--- src/float32_divide_by_reciprocal_unit_defines.svh ---
// Assertion macros for the float32 divide-by-reciprocal unit.
// Depends on nothing; the asserting file supplies clock and reset.
`ifndef FLOAT32_DIVIDE_BY_RECIPROCAL_UNIT_DEFINES_SVH
`define FLOAT32_DIVIDE_BY_RECIPROCAL_UNIT_DEFINES_SVH

// Same-cycle implication, checked outside reset.
`define FDR_ASSERT_IMPL(lbl, ante, cons) \
   lbl: assert property (@(posedge clock) disable iff (reset) (ante) |-> (cons)) \
      else $error("fdr assertion failed");

// Next-cycle implication, checked outside reset.
`define FDR_ASSERT_NEXT(lbl, ante, cons) \
   lbl: assert property (@(posedge clock) disable iff (reset) (ante) |=> (cons)) \
      else $error("fdr assertion failed");

// Check that holds in every cycle, reset included.
`define FDR_ASSERT_ALWAYS(lbl, cond) \
   lbl: assert property (@(posedge clock) (cond)) \
      else $error("fdr assertion failed");

`endif

--- src/fdr_pkg.sv ---
// Package of the float32 divide-by-reciprocal unit: widths and the seed table.
// Used by fdr_recip, fdr_mul and the top level.
`timescale 1ns / 1ps

package fdr_pkg;

   localparam int unsigned WordWidth = 32;
   localparam int unsigned ExpWidth  = 8;
   localparam int unsigned FracWidth = 23;
   localparam int unsigned MantWidth = FracWidth + 1;
   localparam int unsigned SeedWidth = 8;
   localparam int unsigned R1Width   = 13;

   typedef logic [SeedWidth-1:0] seed_type;

   function automatic seed_type seed_lookup(input logic [4:0] idx);
      seed_type r;
      case (idx)
         5'd0:  r = 8'h7E;  5'd1:  r = 8'h7A;  5'd2:  r = 8'h77;  5'd3:  r = 8'h73;
         5'd4:  r = 8'h70;  5'd5:  r = 8'h6D;  5'd6:  r = 8'h6A;  5'd7:  r = 8'h68;
         5'd8:  r = 8'h65;  5'd9:  r = 8'h63;  5'd10: r = 8'h60;  5'd11: r = 8'h5E;
         5'd12: r = 8'h5C;  5'd13: r = 8'h5A;  5'd14: r = 8'h58;  5'd15: r = 8'h56;
         5'd16: r = 8'h54;  5'd17: r = 8'h53;  5'd18: r = 8'h51;  5'd19: r = 8'h50;
         5'd20: r = 8'h4E;  5'd21: r = 8'h4D;  5'd22: r = 8'h4B;  5'd23: r = 8'h4A;
         5'd24: r = 8'h48;  5'd25: r = 8'h47;  5'd26: r = 8'h46;  5'd27: r = 8'h45;
         5'd28: r = 8'h44;  5'd29: r = 8'h43;  5'd30: r = 8'h42;  5'd31: r = 8'h41;
         default: r = 8'h41;
      endcase
      return r;
   endfunction

   // Pipeline control handed between the two halves
   typedef struct packed {
      logic enable;
      logic valid;
   } ctl_type;

endpackage

--- src/float32_divide_by_reciprocal_unit.sv ---
// Channel   Ports                       Direction
// req       req_valid/ready, dividend,  in
//           divisor
// rsp       rsp_valid/ready, quotient   out
//
// Items pass through the register stages of the reciprocal half, then those of the multiply.
// One item is taken every cycle while the result side takes items.
// The whole pipeline holds when a result waits and rsp_ready is low.
// Reset clears the stage valid bits only.
// Top level: fdr_recip then fdr_mul; depends on fdr_pkg and the defines header.
`timescale 1ns / 1ps
`include "float32_divide_by_reciprocal_unit_defines.svh"

module float32_divide_by_reciprocal_unit (
   input  logic                              clock,
   input  logic                              reset,
   input  logic                              req_valid,
   output logic                              req_ready,
   input  logic [fdr_pkg::WordWidth-1:0]     req_dividend,
   input  logic [fdr_pkg::WordWidth-1:0]     req_divisor,
   output logic                              rsp_valid,
   input  logic                              rsp_ready,
   output logic [fdr_pkg::WordWidth-1:0]     rsp_quotient
);

   fdr_pkg::ctl_type                  ctl_req, ctl_mid;
   logic                              enable;
   logic                              mid_valid;
   logic [fdr_pkg::WordWidth-1:0]     mid_dividend;
   logic [fdr_pkg::WordWidth-1:0]     mid_recip;

   // advance everything unless a result sits untaken
   assign enable    = !rsp_valid || rsp_ready;
   assign req_ready = enable;

   assign ctl_req = '{enable: enable, valid: req_valid};
   assign ctl_mid = '{enable: enable, valid: mid_valid};

   fdr_recip u_recip (
      .clock        (clock),
      .reset        (reset),
      .ctl_in       (ctl_req),
      .dividend     (req_dividend),
      .divisor      (req_divisor),
      .valid_out    (mid_valid),
      .dividend_out (mid_dividend),
      .recip_out    (mid_recip)
   );

   fdr_mul u_mul (
      .clock     (clock),
      .reset     (reset),
      .ctl_in    (ctl_mid),
      .a         (mid_dividend),
      .b         (mid_recip),
      .valid_out (rsp_valid),
      .quotient  (rsp_quotient)
   );

   `FDR_ASSERT_IMPL(a_ready_follows_output, 1'b1, req_ready == (!rsp_valid || rsp_ready))
   `FDR_ASSERT_ALWAYS(a_reset_empties, !$past(reset) || !rsp_valid)
   `FDR_ASSERT_NEXT(a_stall_holds_mid, !enable && mid_valid, mid_valid && $stable(mid_recip))
   `FDR_ASSERT_NEXT(a_stall_holds_result, rsp_valid && !rsp_ready, rsp_valid && $stable(rsp_quotient))

endmodule

--- src/fdr_recip.sv ---
// Reciprocal half: seed lookup and two Newton steps over five register stages.
// Depends on fdr_pkg.
`timescale 1ns / 1ps

module fdr_recip (
   input  logic                              clock,
   input  logic                              reset,
   input  fdr_pkg::ctl_type                  ctl_in,
   input  logic [fdr_pkg::WordWidth-1:0]     dividend,
   input  logic [fdr_pkg::WordWidth-1:0]     divisor,
   output logic                              valid_out,
   output logic [fdr_pkg::WordWidth-1:0]     dividend_out,
   output logic [fdr_pkg::WordWidth-1:0]     recip_out
);

   localparam int unsigned W = fdr_pkg::WordWidth;
   localparam int unsigned M = fdr_pkg::MantWidth;
   localparam int unsigned E = fdr_pkg::ExpWidth;
   localparam int unsigned R = fdr_pkg::R1Width;

   logic [4:0]  v_ff, v_in;
   logic        en;

   // stage 1
   fdr_pkg::seed_type g1_ff, g1_in;
   logic [15:0]  gg1_ff, gg1_in;
   logic [M-1:0] ma1_ff, ma2_ff, ma3_ff;
   logic         s1_ff, s2_ff, s3_ff, s4_ff;
   logic [E-1:0] e1_ff, e2_ff, e3_ff, e4_ff;
   logic [W-1:0] n1_ff, n2_ff, n3_ff, n4_ff, n5_ff;
   // stage 2
   logic [39:0]  prod1;
   logic [37:0]  t1;
   logic [12:0]  t1h2_ff, t1h2_in;
   // stage 3
   logic [R-1:0]   r13_ff, r13_in;
   logic [2*R-1:0] rr3_ff, rr3_in;
   // stage 4
   logic [2*R+M-1:0] prod2;
   logic [45:0]  t2;
   logic [25:0]  t2h4_ff, t2h4_in;
   // stage 5
   logic [E-1:0] ey;
   logic [M-1:0] fy;
   logic [W-1:0] b5_ff, b5_in;

   assign en = ctl_in.enable;
   assign v_in = {v_ff[3:0], ctl_in.valid};

   assign g1_in  = fdr_pkg::seed_lookup(divisor[22:18]);
   assign gg1_in = 16'(g1_in) * 16'(g1_in);

   // t1 = g*2^31 - g*g*ma, bits above 37 never reach the result
   assign prod1   = 40'(gg1_ff) * 40'(ma1_ff);
   assign t1      = {g1_ff[6:0], 31'd0} - prod1[37:0];
   assign t1h2_in = t1[37:25];

   assign r13_in = R'(t1h2_ff[12:1]) + R'(t1h2_ff[0]);
   assign rr3_in = (2*R)'(r13_in) * (2*R)'(r13_in);

   assign prod2   = (2*R+M)'(rr3_ff) * (2*R+M)'(ma3_ff);
   assign t2      = {r13_ff[10:0], 35'd0} - prod2[45:0];
   assign t2h4_in = t2[45:20];

   // t2h4 bit 25 is t2 bit 45: top bit present or not
   always_comb begin
      if (t2h4_ff[25]) begin
         ey = E'(9'd254 - {1'b0, e4_ff});
         fy = M'(t2h4_ff[24:2]) + M'(t2h4_ff[1]);
      end else begin
         ey = E'(9'd253 - {1'b0, e4_ff});
         fy = M'(t2h4_ff[23:1]) + M'(t2h4_ff[0]);
      end
   end
   // rounding carry may run into exponent and sign
   assign b5_in = {s4_ff, ey, 23'd0} + W'(fy);

   always_ff @(posedge clock) begin
      if (reset) begin
         v_ff <= '0;
      end else if (en) begin
         v_ff <= v_in;
      end
   end

   always_ff @(posedge clock) begin
      if (en) begin
         g1_ff   <= g1_in;
         gg1_ff  <= gg1_in;
         ma1_ff  <= {1'b1, divisor[22:0]};
         s1_ff   <= divisor[31];
         e1_ff   <= divisor[30:23];
         n1_ff   <= dividend;
         t1h2_ff <= t1h2_in;
         ma2_ff  <= ma1_ff;
         s2_ff   <= s1_ff;
         e2_ff   <= e1_ff;
         n2_ff   <= n1_ff;
         r13_ff  <= r13_in;
         rr3_ff  <= rr3_in;
         ma3_ff  <= ma2_ff;
         s3_ff   <= s2_ff;
         e3_ff   <= e2_ff;
         n3_ff   <= n2_ff;
         t2h4_ff <= t2h4_in;
         s4_ff   <= s3_ff;
         e4_ff   <= e3_ff;
         n4_ff   <= n3_ff;
         b5_ff   <= b5_in;
         n5_ff   <= n4_ff;
      end
   end

   assign valid_out    = v_ff[4];
   assign dividend_out = n5_ff;
   assign recip_out    = b5_ff;

endmodule

--- src/fdr_mul.sv ---
// Multiply half: mantissa product, then normalise, round and pack the quotient.
// Depends on fdr_pkg.
`timescale 1ns / 1ps

module fdr_mul (
   input  logic                              clock,
   input  logic                              reset,
   input  fdr_pkg::ctl_type                  ctl_in,
   input  logic [fdr_pkg::WordWidth-1:0]     a,
   input  logic [fdr_pkg::WordWidth-1:0]     b,
   output logic                              valid_out,
   output logic [fdr_pkg::WordWidth-1:0]     quotient
);

   localparam int unsigned M = fdr_pkg::MantWidth;
   localparam int unsigned E = fdr_pkg::ExpWidth;
   localparam int unsigned W = fdr_pkg::WordWidth;

   logic [1:0]     v_ff;
   logic [2*M-1:0] p_ff, p_in;
   logic [E-1:0]   ea_ff, eb_ff;
   logic           sy_ff;
   logic [W-1:0]   q_ff, q_in;

   logic           top;
   logic [46:0]    k;
   logic [M-1:0]   fy;
   logic [8:0]     sum;
   logic [8:0]     ex;
   logic [E-1:0]   ey;

   assign p_in = (2*M)'({1'b1, a[22:0]}) * (2*M)'({1'b1, b[22:0]});

   always_comb begin
      top = p_ff[47];
      k   = top ? p_ff[46:0] : {p_ff[45:0], 1'b0};
      // tie when the sticky bits are clear: round by the kept lsb
      if (k[22:0] == 23'd0 && k[23]) begin
         fy = M'(k[46:24]) + M'(k[24]);
      end else begin
         fy = M'(k[46:24]) + M'(k[23]);
      end
      sum = 9'(ea_ff) + 9'(eb_ff) + 9'(top) + 9'(k[46:23] == 24'hFFFFFF);
      if (sum[8] && sum[7]) begin
         ex = 9'h1FF;
      end else if (sum[8] || sum[7]) begin
         ex = sum - 9'd127;
      end else begin
         ex = 9'd0;
      end
      ey = ex[E-1:0];
      if (ea_ff != '0 || eb_ff != '0 || ey != '0) begin
         q_in = {sy_ff, ey, fy[22:0]};
      end else begin
         q_in = {sy_ff, 31'd0};
      end
   end

   always_ff @(posedge clock) begin
      if (reset) begin
         v_ff <= '0;
      end else if (ctl_in.enable) begin
         v_ff <= {v_ff[0], ctl_in.valid};
      end
   end

   always_ff @(posedge clock) begin
      if (ctl_in.enable) begin
         p_ff  <= p_in;
         ea_ff <= a[30:23];
         eb_ff <= b[30:23];
         sy_ff <= a[31] ^ b[31];
         q_ff  <= q_in;
      end
   end

   assign valid_out = v_ff[1];
   assign quotient  = q_ff;

endmodule
--- config.mk ---
export PLATFORM = sky130hd
export DESIGN_NAME = float32_divide_by_reciprocal_unit
export DESIGN_NICKNAME = d
export VERILOG_FILES = /design/src/fdr_pkg.sv /design/src/float32_divide_by_reciprocal_unit.sv /design/src/fdr_recip.sv /design/src/fdr_mul.sv
export VERILOG_INCLUDE_DIRS = /design/src /design/src/src
export SDC_FILE = /design/constraint.sdc
export NUM_CORES = 2
export LEC_CHECK = 0
export BUFFER_PORTS_ARGS = -buffer_cell sky130_fd_sc_hd__buf_4
export CORE_AREA = 8 8 359 500
export CTS_BUF_LIST = sky130_fd_sc_hd__clkbuf_4
export DETAILED_ROUTE_END_ITERATION = 8
export DIE_AREA = 0 0 367 508
export PLACE_DENSITY = 0.66
export SLEW_MARGIN = 15
export SYNTH_ARGS = -nofsm -noshare
export SYNTH_HDL_FRONTEND = slang
export SYNTH_SLANG_ARGS = --single-unit
--- constraint.sdc ---
create_clock -name clock -period 17.2 [get_ports clock]
set_input_delay 1.72 -clock clock [delete_from_list [all_inputs] [get_ports clock]]
set_output_delay 1.72 -clock clock [all_outputs]
set_load 0.01 [all_outputs]
### Word level (Yosys, flattened, before mapping)

Memories as Yosys holds them, arrays and structs flattened.
Index checks and enable logic that the tools add are counted.

* ROM bits: 192
* memories kept: 1
* word-level logic and storage cells: 70
* output and inout bits: 34
* flip-flop bits (word level): 500
* bits of input ports: 68

Memories
* (name not given): depth 32, width 6, rd ports 1, clocked after memory_dff 0, wr ports 0, RTL line fdr_pkg.sv:18 `case (idx)`

* multiplexer cells: 6
* add/sub/neg operators: 14
* reductions and logical operators: 11
* bitwise operators: 1
* equal/unequal tests: 1
* multiply operators: 5

Operator list (number)
* adder 23 x 1 -> 24 bit: 2
* multiplier 24 x 24 -> 48 bit: 1
* two-way mux 47 bit: 1
* adder 23 x 1 -> 23 bit: 2
* multiplier 26 x 24 -> 46 bit: 1
* subtractor 46 bit: 1
* multiplier 16 x 24 -> 38 bit: 1
* subtractor 38 bit: 1
* adder 32 x 24 -> 32 bit: 1
* multiplier 13 x 13 -> 26 bit: 1
* == test 24 bit (second input constant): 1
* two-way mux 24 bit: 1
* two-way mux 8 bit: 3
* nonzero test 8 bit: 3
* zero test 23 bit: 1
* two-way mux 23 bit: 1
* adder 9 x 1 -> 9 bit: 2
* multiplier 8 x 8 -> 16 bit: 1
* subtractor 8 bit (first input constant): 2
* adder 12 x 1 -> 13 bit: 1
* adder 8 x 8 -> 9 bit: 1
* subtractor 8 x 7 -> 8 bit (second input constant): 1
* logical OR 1 bit: 4
* logical AND 1 bit: 2
* other kinds (2): 2

### Depth between registers and ports, before layout

* depth in word-level cells: 8
* gate-level depth with buffers: 28

### Hierarchy

A second synthesis with hierarchy kept.

* cells, all modules: 7142
* area, all modules: 72976.2 sq um

Modules (own cells, without submodules)
* fdr_recip: area each 49874.1 sq um, cells each 4730, times used 1
* fdr_mul: area each 23095.9 sq um, cells each 2411, times used 1
* float32_divide_by_reciprocal_unit: area each 6.3 sq um, cells each 1, times used 1

### Worst setup path after synthesis

No wires, ideal clock.

* path kind: input to output
* start point: input rsp_ready
* end point: output req_ready
* data arrival time: 11.413 ns
* required time: 15.480 ns
* path slack: 4.067 ns
* stages on the path: 3
* path buffers: 1
* cells stage by stage: nor2b_1 > clkbuf_1 > inv_1

* cells in the longest elaborated chain, start to end: 1

Ends and longest elaborated chain
* from (decl): RTL line float32_divide_by_reciprocal_unit.sv:22 `input logic rsp_ready,`
* logical OR 1 bit: RTL line float32_divide_by_reciprocal_unit.sv:33 `assign enable = !rsp_valid || rsp_ready;`
* to (decl): RTL line float32_divide_by_reciprocal_unit.sv:18 `output logic req_ready,`

No other way between the ends.

### Worst setup path after layout

* start point: register u_recip.b5_ff[12] (netlist: u_recip.recip_out[12])
* end point: register u_mul.p_ff[41], data pin

* cells in the longest elaborated chain, start to end: 1

Ends and longest elaborated chain
* from (decl): RTL line fdr_recip.sv:45 `logic [W-1:0] b5_ff, b5_in;`
* from (signal assigned): RTL line fdr_recip.sv:109 `b5_ff <= b5_in;`
* multiplier 24 x 24 -> 48 bit: RTL line fdr_mul.sv:32 `assign p_in = (2*M)'({1'b1, a[22:0]}) * (2*M)'({1'b1, b[22:0]});`
* named net u_mul.p_in[41]: RTL line fdr_mul.sv:20 `logic [2*M-1:0] p_ff, p_in;`
* to (signal assigned): RTL line fdr_mul.sv:69 `p_ff <= p_in;`
* to (decl): RTL line fdr_mul.sv:20

The timed path passes the listed nets, and every way through them passes these cells.
A chain may end at the register's enable or synchronous reset.

==> flow_summary.ini <==
[hold_path]
hold_path.class = reg -> reg

[sta]
finalSetupViolCount = 0
hold_viol_final = 0
slew_viol_final = 0
fin_tns_setup_ns = 0
fin_skew_ns = 0.0795
slew_headroom_pct = 15.0
fmax_ghz = 0.119
rsz0062_at_grt = no
min_period_over_period_pct = 48.9
holdWs_ns = 0.393
period_needed_ns = 8.40
tightest_slew_ns = 1.27

[setup_path]
cp_slowest_cell = edfxtp_1
crit_type = reg -> reg
crit_fanout = 19
worst_setup_path_start_kind = register
reg2reg_slack_ns = 8.80
cp_common_cell = fa_1
required_ns = 18.07
cp-end-kind = register
crit_path_max_incr_delay_ns = 1.05
arrival_ns = 9.27
critical_path.cell_chain = inv_1 > nor2_1 > fa_1 > inv_1 > fa_1 > inv_1 > fa_1 > fa_1 > fa_1 > fa_1 > inv_1 > fa_1 > inv_1 > ha_1 > a21oi_1 > o21ai_0 > a221o_2 > a21oi_1 > o21ai_0 > o21ai_0 > a31oi_1 > xnor2_1

[placement]
hpwl_mm = 142
place_congestion = 0.896
place_inst = 9361
io_buffers = 101

[logic_synthesis]
syn_avg_cell_area_um2 = 10.2
synth_area_leaders = fa_1 38%, edfxtp_1 20%, ha_1 11%
yosys.area.top_type_share_pct = 37.9
yosys.cell_count.top_type = inv_1
ys_seq_elements = 494
yosys_warnings = 0
syn_area_um2 = 73300
syn_inst = 7203
ys_types = 98
synthTopCellsByCount = 1686 x inv_1, 1390 x fa_1, 866 x and2_1
async_flop_share_pct = 0
synth_top_area_cell = fa_1
synth_edf_count = 487
yosysSeqAreaShare_pct = 20.1
synth_flop_cell = edfxtp_1

[final_layout]
syn_to_final_growth_pct = 6.63
fin_cells = 9604
n_fill_cell = 16100
drive_gt1_share_pct = 5.70
fin_nets = 9301

[run_status]
status = complete, no violations

[detailed_routing]
vias_per_cell = 5.11
vias = 49100
drtPass1Iterations = 7
antenna_left = 0
wl_per_cell_um = 18.9
post-route-drc-count = 0
wl_mm = 182
first_iter_violations = 2573

[die]
die_w_um = 367
rows = 180
core_area_um2 = 172000
initial_utilization_pct = 42.7
die_h_um = 508
io_pins = 102
die_area_um2 = 186000

[cts]
clk_path_buf_depth = 3
hold_buffers = 0
cts.htree.levels = 4
post_cts_buffers = 0
cts_tree = built
cts_resized = 0
clkSinkCount = 494
numCtsBuffers = 135
clkLatencyLatePin_ns = 1.20
path_clk_slew_ns = 0.06
cts-root-buf = clkbuf_4

[global_routing]
antenna_found_initial = 6
grt_pass1_vias = 55600
gr-total-overflow = 0
grt_pass1_wl_mm = 292
grt.total_usage_pct = 19.7
grt_max_degree = 175

[job]
maxCapViolCount = 0
## final timing paths
check             depth (start not counted)                   from              to
hold reg to reg                           0  u_recip.recip_out[29]  u_mul.eb_ff[6]
setup reg to reg                         22  u_recip.recip_out[12]  u_mul.p_ff[41]
hold / removal                            0  u_recip.recip_out[29]  u_mul.eb_ff[6]
setup / recovery                         22  u_recip.recip_out[12]  u_mul.p_ff[41]
## layer usage
layer	GRT usage, %	part of all wire, %	wire length, um	vias to the layer above
met5	0	0.028	51	-
met4	10.3	5.6	10100	8
met3	2.89	4.3	7910	589
met2	38.3	55	99600	1394
met1	20.3	35	64100	25200
li1	-	-	-	21900
## worst max-delay path, delay by kind of cell, from the launching register on
kind,cells,cell delay [ns]
adder cells (fa/ha/maj),8,3.62
AO/OA/AOI/OAI,7,2.14
flip-flops,1,1.05
buffers and inverters,5,0.78
AND/OR/NAND/NOR,1,0.29
XOR/XNOR,1,0.17
## cell families (layout without fill, tap and decap cells)
| kind of cell | after synthesis | in the layout | synth area share, % |
|---|---|---|---|
| compound gates | 437 | 437 | 3.83 |
| buf+inv | 1979 | 2085 | 10.2 |
| flops | 494 | 494 | 20.1 |
| fa+ha+maj | 2009 | 2009 | 48.5 |
| mux | 25 | 25 | 0.358 |
| xor+xnor | 216 | 216 | 2.58 |
| other cells | 2 | 22 | 0.0102 |
| simple gates | 2041 | 2041 | 14.4 |
## final cells by class
class / instances / area [um^2] / area share (%)
clock buffer: 177 / 1330 / 1.70
sequential: 494 / 14800 / 18.9
inverter: 1695 / 6370 / 8.15
tap: 2275 / 2850 / 3.64
clock inverter: 52 / 439 / 0.562
timing repair buffer: 161 / 1270 / 1.63
antenna: 12 / 30.0 / 0.0384
multi-input combinational: 4738 / 51100 / 65.4
## per-stage QoR
step                      util (%)  instance area (um^2)  worst slack [ns]
final                         45.6                 78200              8.80
after global routing          45.6                 78200              8.10
after CTS                     45.5                 78100              8.80
after detailed placement      44.5                 76300              8.92
after global placement        44.5                 76300              9.10
after floorplan                  -                 73400              4.07
## registers in the layout, indices dropped and copies added (netlist names), 10 cells and up
| name | cells |
|---|---|
| u_recip.ma1_ff | 23 |
| u_recip.n3_ff | 32 |
| u_recip.ma3_ff | 23 |
| u_recip.t1h2_ff | 13 |
| u_recip.dividend_out | 32 |
| u_mul.p_ff | 48 |
| u_recip.n2_ff | 32 |
| u_recip.r13_ff | 10 |
| u_mul.quotient | 32 |
| u_recip.n4_ff | 32 |
| u_recip.t2h4_ff | 26 |
| u_recip.n1_ff | 32 |
| u_recip.recip_out | 32 |
| u_recip.rr3_ff | 25 |
| u_recip.ma2_ff | 23 |
| u_recip.gg1_ff | 14 |
## cells in the final DEF, fill, tap and decap left out, types with 44 or more instances in the layout
cell type,n
nor3_1,57
edfxtp_1,487
o21ai_0,86
xnor2_1,135
a21oi_1,136
clkbuf_4,177
a21o_1,44
nand2_1,686
nor2_1,184
buf_4,157
and2_1,866
xor2_1,81
ha_1,618
nand3_1,65
fa_1,1390
inv_1,1685
Power is not shown: default switching activity piles up to over one toggle a cycle in this logic, so the estimate is an artifact.
